### config.mk
export PLATFORM = sky130hd
export DESIGN_NAME = block_reduce_decimator_core
export DESIGN_NICKNAME = d
export VERILOG_FILES = /design/src/rtl/core/brd_pkg.sv /design/src/rtl/core/block_reduce_decimator_core.sv /design/src/rtl/core/brd_front.sv /design/src/rtl/core/brd_queue.sv /design/src/rtl/core/brd_back.sv
export SDC_FILE = /design/constraint.sdc
export NUM_CORES = 2
export LEC_CHECK = 0
export BUFFER_PORTS_ARGS = -buffer_cell sky130_fd_sc_hd__clkbuf_2
export CORE_UTILIZATION = 25
export CTS_BUF_LIST = sky130_fd_sc_hd__clkbuf_8
export DETAILED_ROUTE_END_ITERATION = 10
export PLACE_DENSITY_LB_ADDON = 0.08
export SETUP_SLACK_MARGIN = 0.5
export SLEW_MARGIN = 15
export SYNTH_ARGS = -nofsm -noshare
export SYNTH_HDL_FRONTEND = slang
export SYNTH_HIERARCHICAL = 1
export SYNTH_SLANG_ARGS = --single-unit
### constraint.sdc
create_clock -name i_clk -period 13.1 [get_ports i_clk]
set_input_delay 1.965 -clock i_clk [delete_from_list [all_inputs] [get_ports i_clk]]
set_output_delay 1.965 -clock i_clk [all_outputs]
set_load 0.005 [all_outputs]
### src/rtl/core/brd_pkg.sv
// ----------------------------------------------------------------------------
// brd_pkg
// Shared widths, codes and types of the block reduce decimator.
// ----------------------------------------------------------------------------
package brd_pkg;

    localparam int SAMPLE_W    = 32;
    localparam int VALUE_W     = 40;
    localparam int RATIO_W     = 9;
    localparam int OFFSET_W    = 16;
    localparam int CFG_IDX_W   = 2;
    localparam int CFG_DATA_W  = 16;
    localparam int MAX_RATIO   = 256;
    localparam int QUEUE_DEPTH = 2;
    localparam int QPTR_W      = $clog2(QUEUE_DEPTH);
    localparam int DIV_STEPS   = VALUE_W;
    localparam int DCNT_W      = $clog2(DIV_STEPS);

    localparam logic [CFG_IDX_W-1:0] CFG_MODE   = 2'd0;
    localparam logic [CFG_IDX_W-1:0] CFG_RATIO  = 2'd1;
    localparam logic [CFG_IDX_W-1:0] CFG_OFFSET = 2'd2;

    typedef enum logic [1:0] {
        MODE_MIN,
        MODE_MAX,
        MODE_SUM,
        MODE_MEAN
    } t_mode;

    typedef enum logic [2:0] {
        BK_IDLE,
        BK_MUL,
        BK_ADD,
        BK_DINIT,
        BK_DIV,
        BK_DFIN,
        BK_OUT
    } t_back_state;

    // One closed window handed from the front end to the back end
    typedef struct packed {
        logic [VALUE_W-1:0]  acc;
        logic [SAMPLE_W-1:0] sample;
        logic [RATIO_W-1:0]  pad;
        logic [RATIO_W-1:0]  ratio;
        t_mode               mode;
        logic                last;
    } t_job;

endpackage

### src/rtl/core/block_reduce_decimator_core.sv
// Results: a min, max or sum result passes the back-end states MUL, ADD and OUT;
// a mean result also passes DINIT, DIV (one quotient bit per cycle) and DFIN.
// Throughput: one sample per cycle while the two-entry job queue has room;
// the back end finishes one window before it takes the next from the queue.
// Reset: synchronous, active low; mode 0, ratio 1, offset 0, counters cleared.
// ----------------------------------------------------------------------------
// block_reduce_decimator_core
// Windowed min / max / sum / mean decimator for a signed Q16.16 stream.
// ----------------------------------------------------------------------------
module block_reduce_decimator_core import brd_pkg::*; (
    input  logic                  i_clk,
    input  logic                  i_rst_n,
    input  logic                  i_cfg_we,
    input  logic [CFG_IDX_W-1:0]  i_cfg_addr,
    input  logic [CFG_DATA_W-1:0] i_cfg_data,
    input  logic                  s_axis_tvalid,
    output logic                  s_axis_tready,
    input  logic [SAMPLE_W-1:0]   s_axis_tdata,   // [31:0] sample
    input  logic                  s_axis_tlast,
    output logic                  m_axis_tvalid,
    input  logic                  m_axis_tready,
    output logic [VALUE_W-1:0]    m_axis_tdata,   // [39:0] value
    output logic                  m_axis_tlast
);

    t_job push_job;
    t_job head_job;
    logic push;
    logic pop;
    logic q_empty;
    logic q_full;

    brd_front u_front (
        .i_clk      (i_clk),
        .i_rst_n    (i_rst_n),
        .i_cfg_we   (i_cfg_we),
        .i_cfg_addr (i_cfg_addr),
        .i_cfg_data (i_cfg_data),
        .i_valid    (s_axis_tvalid),
        .o_ready    (s_axis_tready),
        .i_sample   (s_axis_tdata),
        .i_last     (s_axis_tlast),
        .i_q_full   (q_full),
        .o_push     (push),
        .o_job      (push_job)
    );

    brd_queue u_queue (
        .i_clk   (i_clk),
        .i_rst_n (i_rst_n),
        .i_push  (push),
        .i_job   (push_job),
        .i_pop   (pop),
        .o_job   (head_job),
        .o_empty (q_empty),
        .o_full  (q_full)
    );

    brd_back u_back (
        .i_clk     (i_clk),
        .i_rst_n   (i_rst_n),
        .i_q_empty (q_empty),
        .i_job     (head_job),
        .o_pop     (pop),
        .o_valid   (m_axis_tvalid),
        .i_ready   (m_axis_tready),
        .o_value   (m_axis_tdata),
        .o_last    (m_axis_tlast)
    );

endmodule

### src/rtl/core/brd_front.sv
// ----------------------------------------------------------------------------
// brd_front
// Configuration registers, offset skipping and per-sample window reduction.
// Pushes one job into the queue for every window that closes.
// ----------------------------------------------------------------------------
module brd_front import brd_pkg::*; (
    input  logic                  i_clk,
    input  logic                  i_rst_n,
    input  logic                  i_cfg_we,
    input  logic [CFG_IDX_W-1:0]  i_cfg_addr,
    input  logic [CFG_DATA_W-1:0] i_cfg_data,
    input  logic                  i_valid,
    output logic                  o_ready,
    input  logic [SAMPLE_W-1:0]   i_sample,
    input  logic                  i_last,
    input  logic                  i_q_full,
    output logic                  o_push,
    output t_job                  o_job
);

    t_mode               r_mode;
    logic [RATIO_W-1:0]  r_ratio;
    logic [OFFSET_W-1:0] r_offset;
    logic [VALUE_W-1:0]  r_acc;
    logic [RATIO_W-1:0]  r_wc;
    logic [OFFSET_W-1:0] r_skip;

    logic [RATIO_W-1:0]  eff_ratio;
    logic [VALUE_W-1:0]  s_ext;
    logic [VALUE_W-1:0]  n_acc;
    logic [RATIO_W-1:0]  n_wc;
    logic                skipping;
    logic                close;
    logic                accept;
    logic [RATIO_W-1:0]  pad;

    always_comb begin
        if (r_ratio == '0) begin
            eff_ratio = RATIO_W'(1);
        end else if (r_ratio > RATIO_W'(MAX_RATIO)) begin
            eff_ratio = RATIO_W'(MAX_RATIO);
        end else begin
            eff_ratio = r_ratio;
        end

        s_ext    = {{(VALUE_W-SAMPLE_W){i_sample[SAMPLE_W-1]}}, i_sample};
        skipping = r_skip < r_offset;

        // first sample of a window always loads
        if (r_wc == '0) begin
            n_acc = s_ext;
        end else begin
            case (r_mode)
                MODE_MIN:  n_acc = ($signed(s_ext) < $signed(r_acc)) ? s_ext : r_acc;
                MODE_MAX:  n_acc = ($signed(s_ext) > $signed(r_acc)) ? s_ext : r_acc;
                default:   n_acc = r_acc + s_ext;
            endcase
        end

        n_wc  = r_wc + 1'b1;
        close = (n_wc >= eff_ratio) || i_last;

        // in sum and mean modes, pad a short final window with its last sample
        if ((n_wc < eff_ratio) && ((r_mode == MODE_SUM) || (r_mode == MODE_MEAN))) begin
            pad = eff_ratio - n_wc;
        end else begin
            pad = '0;
        end

        o_ready      = !i_q_full;
        accept       = i_valid && o_ready;
        o_push       = accept && !skipping && close;
        o_job.acc    = n_acc;
        o_job.sample = i_sample;
        o_job.pad    = pad;
        o_job.ratio  = eff_ratio;
        o_job.mode   = r_mode;
        o_job.last   = i_last;
    end

    always_ff @(posedge i_clk) begin
        if (!i_rst_n) begin
            r_mode   <= MODE_MIN;
            r_ratio  <= RATIO_W'(1);
            r_offset <= '0;
            r_acc    <= '0;
            r_wc     <= '0;
            r_skip   <= '0;
        end else begin
            if (i_cfg_we) begin
                case (i_cfg_addr)
                    CFG_MODE:   r_mode   <= t_mode'(i_cfg_data[1:0]);
                    CFG_RATIO:  r_ratio  <= i_cfg_data[RATIO_W-1:0];
                    CFG_OFFSET: r_offset <= i_cfg_data[OFFSET_W-1:0];
                    default:    ;
                endcase
            end
            if (accept) begin
                if (skipping) begin
                    if (i_last) begin
                        r_acc  <= '0;
                        r_wc   <= '0;
                        r_skip <= '0;
                    end else begin
                        r_skip <= r_skip + 1'b1;
                    end
                end else if (close) begin
                    r_acc <= '0;
                    r_wc  <= '0;
                    if (i_last) begin
                        r_skip <= '0;
                    end
                end else begin
                    r_acc <= n_acc;
                    r_wc  <= n_wc;
                end
            end
        end
    end

endmodule

### src/rtl/core/brd_queue.sv
// ----------------------------------------------------------------------------
// brd_queue
// Short job queue between the front end and the back end.
// ----------------------------------------------------------------------------
module brd_queue import brd_pkg::*; (
    input  logic i_clk,
    input  logic i_rst_n,
    input  logic i_push,
    input  t_job i_job,
    input  logic i_pop,
    output t_job o_job,
    output logic o_empty,
    output logic o_full
);

    t_job              r_mem [QUEUE_DEPTH];
    logic [QPTR_W-1:0] r_wr_ptr;
    logic [QPTR_W-1:0] r_rd_ptr;
    logic [QPTR_W:0]   r_count;
    logic              do_push;
    logic              do_pop;

    always_comb begin
        o_empty = (r_count == '0);
        o_full  = (r_count == (QPTR_W+1)'(QUEUE_DEPTH));
        do_push = i_push && !o_full;
        do_pop  = i_pop && !o_empty;
        o_job   = r_mem[r_rd_ptr];
    end

    always_ff @(posedge i_clk) begin
        if (do_push) begin
            r_mem[r_wr_ptr] <= i_job;
        end
    end

    always_ff @(posedge i_clk) begin
        if (!i_rst_n) begin
            r_wr_ptr <= '0;
            r_rd_ptr <= '0;
            r_count  <= '0;
        end else begin
            if (do_push) begin
                r_wr_ptr <= r_wr_ptr + 1'b1;
            end
            if (do_pop) begin
                r_rd_ptr <= r_rd_ptr + 1'b1;
            end
            case ({do_push, do_pop})
                2'b10:   r_count <= r_count + 1'b1;
                2'b01:   r_count <= r_count - 1'b1;
                default: r_count <= r_count;
            endcase
        end
    end

endmodule

### src/rtl/core/brd_back.sv
// ----------------------------------------------------------------------------
// brd_back
// Finishes one window at a time: padding product, final sum, optional
// restoring division by the ratio, and the registered result.
// ----------------------------------------------------------------------------
module brd_back import brd_pkg::*; (
    input  logic               i_clk,
    input  logic               i_rst_n,
    input  logic               i_q_empty,
    input  t_job               i_job,
    output logic               o_pop,
    output logic               o_valid,
    input  logic               i_ready,
    output logic [VALUE_W-1:0] o_value,
    output logic               o_last
);

    t_back_state         r_state;
    t_back_state         n_state;
    t_job                r_job;
    logic [VALUE_W-1:0]  r_prod;
    logic [VALUE_W-1:0]  r_sum;
    logic [VALUE_W-1:0]  r_mag;
    logic [RATIO_W-1:0]  r_rem;
    logic [DCNT_W-1:0]   r_cnt;
    logic                r_neg;
    logic [VALUE_W-1:0]  r_value;
    logic                r_last;

    logic signed [SAMPLE_W+RATIO_W:0] prod_full;
    logic [RATIO_W:0]                 rem_sh;
    logic                             rem_ge;
    logic [RATIO_W:0]                 rem_diff;
    logic [VALUE_W-1:0]               sum_now;

    always_comb begin
        prod_full = $signed(r_job.sample) * $signed({1'b0, r_job.pad});
        sum_now   = r_job.acc + r_prod;
        rem_sh    = {r_rem, r_mag[VALUE_W-1]};
        rem_ge    = rem_sh >= {1'b0, r_job.ratio};
        rem_diff  = rem_sh - {1'b0, r_job.ratio};
    end

    always_comb begin
        n_state = r_state;
        o_pop   = 1'b0;
        o_valid = 1'b0;
        case (r_state)
            BK_IDLE: begin
                if (!i_q_empty) begin
                    o_pop   = 1'b1;
                    n_state = BK_MUL;
                end
            end
            BK_MUL: n_state = BK_ADD;
            BK_ADD: begin
                n_state = (r_job.mode == MODE_MEAN) ? BK_DINIT : BK_OUT;
            end
            BK_DINIT: n_state = BK_DIV;
            BK_DIV: begin
                if (r_cnt == DCNT_W'(DIV_STEPS-1)) begin
                    n_state = BK_DFIN;
                end
            end
            BK_DFIN: n_state = BK_OUT;
            BK_OUT: begin
                o_valid = 1'b1;
                if (i_ready) begin
                    n_state = BK_IDLE;
                end
            end
            default: n_state = BK_IDLE;
        endcase
        o_value = r_value;
        o_last  = r_last;
    end

    always_ff @(posedge i_clk) begin
        if (!i_rst_n) begin
            r_state <= BK_IDLE;
        end else begin
            r_state <= n_state;
        end
    end

    always_ff @(posedge i_clk) begin
        case (r_state)
            BK_IDLE: begin
                if (!i_q_empty) begin
                    r_job <= i_job;
                end
            end
            BK_MUL: r_prod <= prod_full[VALUE_W-1:0];
            BK_ADD: begin
                r_sum   <= sum_now;
                r_value <= sum_now;
                r_last  <= r_job.last;
            end
            BK_DINIT: begin
                r_neg <= r_sum[VALUE_W-1];
                r_mag <= r_sum[VALUE_W-1] ? (~r_sum + 1'b1) : r_sum;
                r_rem <= '0;
                r_cnt <= '0;
            end
            BK_DIV: begin
                // one quotient bit a cycle, shifted into the dividend register
                r_mag <= {r_mag[VALUE_W-2:0], rem_ge};
                r_rem <= rem_ge ? rem_diff[RATIO_W-1:0] : rem_sh[RATIO_W-1:0];
                r_cnt <= r_cnt + 1'b1;
            end
            BK_DFIN: begin
                r_value <= r_neg ? (~r_mag + 1'b1) : r_mag;
                r_last  <= r_job.last;
            end
            default: ;
        endcase
    end

endmodule

==> impl_metrics.py <==
metrics = {
    "hold_path": {
        "worstHoldPathCells": 0,
        "hold_class": "register to register",
        "min_from": "u_back/r_job[0]",
    },
    "synth": {
        "synth_top_family_by_area": "adder cells",
        "synthFlopType": "edfxtp_1",
        "synth_fa_ha_area_share_pct": 19.7,
        "synth_edf_count": 456,
        "synthMuxAreaShare_pct": 3.65,
        "netlist_area_sq_um": 38900,
        "async_reset_ff_share_pct": 0,
        "ys_seq_elements": 556,
        "avgSynthCellArea_sq_um": 10.5,
        "yosysWarnings": 6,
        "yosys.area_share.simple_pct": 13.3,
        "synth_compound_area_share_pct": 12.1,
        "ys_types": 102,
        "synth_cells": 3695,
        "seq_area_frac_synth_pct": 40.4,
        "synth.net_count": 4224,
        "yosys.area_share.xor_xnor_pct": 5.05,
    },
    "route": {
        "via_per_inst": 4.57,
        "wl_microns": 123000,
        "first_pass_iters": 9,
        "drt_first_iter_violations": 1420,
        "post_drt_wl_per_cell_microns": 20.8,
        "antenna_left": 0,
        "drc": 12,
        "vias": 26900,
    },
    "global_routing": {
        "grt_overflow": 0,
        "grt_max_degree": 80,
        "grt_pass1_wl_microns": 184000,
        "antenna_found_initial": 7,
        "grt_pass1_vias": 27900,
        "grt.total_usage_pct": 15.6,
    },
    "floorplan": {
        "start_util_pct": 25.2,
        "ios": 99,
        "dieArea_sq_um": 157000,
        "die_w_microns": 396,
        "rows": 144,
        "die_y_microns": 396,
        "core_area_sq_um": 154000,
    },
    "setup_path": {
        "cpMostUsedCell": "fa_1",
        "critPathRequiredTime_ns": 13.61,
        "crit_slowest_cell": "edfxtp_1",
        "critical_path_class": "register to register",
        "start_kind": "register",
        "cp.arrival_ns": 7.66,
        "critical_path.startpoint": "u_back/r_job[15]",
        "reg2reg_from": "u_back/r_job[15]",
        "crit_fanout": 23,
        "crit_path_cell_trace": "buf_4 > nand2_1 > fa_1 > inv_1 > fa_1 > fa_1 > fa_1 > inv_1 > fa_1 > inv_1 > ha_1 > a211oi_1 > o21ai_0 > a221oi_1 > nor3b_1 > a21oi_1 > o21ai_0 > nand2_1 > or2_2 > a211o_1 > xor2_1",
        "reg2reg_depth": 21,
        "slowest_delay_ns": 0.58,
        "crit_path_end_kind": "register",
    },
    "outcome": {
        "status": "complete, but fails checks",
        "failed_checks": "DRC",
    },
    "timing": {
        "rsz0062_at_grt": "false",
        "setup_viol": 0,
        "fin_crit_sh_pct": 54.6,
        "tns_ns": 0,
        "setup_ws_ns": 5.95,
        "skew_ns": 0.0695,
        "tightest_slew_ns": 0.939,
        "final_max_slew_viol_count": 0,
        "fmax_ghz": 0.140,
        "fin_crit_ns": 7.15,
        "hold_violations": 0,
        "maxSlewHeadroom_pct": 37.4,
    },
    "cts": {
        "cts_resized": 0,
        "cts.sinks": 556,
        "clockBufferDepth": 3,
        "cts_buffers": 106,
        "cts_tree": "yes",
        "hold_buffers": 0,
        "htree_levels": 3,
        "clk_latency_ns": 0.83,
        "cts_setup_buffers": 0,
        "path_clk_slew_ns": 0.07,
        "cts-root-buf": "clkbuf_8",
    },
    "run": {
        "maxCapViolCount": 0,
    },
    "placed_design": {
        "portBuffers": 98,
        "dp_hpwl_microns": 92200,
        "place_ws_ns": 5.91,
        "gp_congestion": 0.794,
    },
    "layout": {
        "final_cell_mix": "edfxtp_1, inv_1, nand2_1",
        "drive_above_1_share_pct": 12.2,
        "final_common_cell": "edfxtp_1",
        "syn2layout_area_growth_pct": 12.2,
        "nets": 4289,
    },
}
==> flip-flops by register name (all words and copies together), names as in the netlist, named ones only <==
| name | count |
|---|---|
| u_front/r_offset | 16 |
| u_back/o_value | 40 |
| u_front/r_wc | 9 |
| u_back/r_sum | 40 |
| u_back/r_mag | 40 |
| u_back/r_cnt | 6 |
| u_back/r_state | 3 |
| u_back/o_last | 1 |
| u_front/r_acc | 40 |
| u_front/r_ratio | 9 |
| u_queue/r_rd_ptr | 1 |
| u_back/r_rem | 9 |
| u_back/r_job | 93 |
| u_front/r_mode | 2 |
| u_front/r_skip | 16 |
| u_queue/r_count | 2 |
| u_queue/r_mem | 186 |
| u_queue/r_wr_ptr | 1 |
| u_back/r_neg | 1 |
| u_back/r_prod | 40 |
==> synthesized netlist by cell type, types with 40 or more instances <==
master | number | area share, %
a21o_1 | 67 | 1.3
xnor2_1 | 110 | 2.5
nor2b_1 | 40 | 0.64
nor2_1 | 196 | 1.9
dfxtp_1 | 100 | 5.2
mux2_2 | 108 | 3.1
o21ai_0 | 183 | 2.4
edfxtp_1 | 456 | 35
xor2_1 | 114 | 2.6
nand2_1 | 390 | 3.8
fa_1 | 231 | 12
clkbuf_1 | 111 | 1.1
and2_1 | 146 | 2.4
a21oi_1 | 173 | 2.2
ha_1 | 242 | 7.8
inv_1 | 375 | 3.6
==> cell type report <==
type                       count  area, sq um
sequential                   556        15700
clock inverter                79          593
antenna                        4         10.0
inverter                     378         1420
multi-input combinational   2582        20900
timing repair buffer         136          776
fill                       16400       111000
tap                         2044         2560
clock buffer                 117         1610
==> final timing paths <==
| path | slack [ns] | end |
|---|---|---|
| setup / recovery | 5.95 | u_back/r_prod[38] |
| hold reg to reg | 0.44 | u_back/o_last |
| hold / removal | 0.44 | u_back/o_last |
| setup reg to reg | 5.95 | u_back/r_prod[38] |
==> kinds of logic (layout without fill, tap and decap cells) <==
group,after synthesis,after routing
DFF,556,556
adders and majority gates,473,473
muxes,128,128
buffers and inverters,557,710
AOI/OAI and AO/OA,706,706
xor gates and xnor gates,224,224
and+or+nand+nor,1051,1051
other,0,4
==> routing by layer <==
layer  global-route usage (%)  wire (microns)
met5                        0              13
met2                     25.2           56100
met4                     3.19            2060
met1                     22.1           60800
met3                     2.00            3550
==> stage by stage <==
step                instance area [sq um]  utilization, %  instances  hold slack [ns]
finish                              43600            28.3       5896            0.438
global route                        43600            28.3       5894            0.455
CTS                                 43600            28.3       5892            0.439
detailed placement                  41400            26.8       5696            0.438
global placement                    41400            26.8       5696            0.437
floorplan                           38900               -       3695            0.400
==> critical path: cells and delay by family, from the launching register on <==
family,cells,cell delay (ns)
DFF,1,0.58
AOI/OAI and AO/OA,6,1.55
adders and majority gates,6,3.03
buffers and inverters,4,0.51
xor gates and xnor gates,1,0.15
and+or+nand+nor,4,1.06
Power is not shown: default switching activity piles up to over one toggle a cycle in this logic, so the estimate is an artifact.
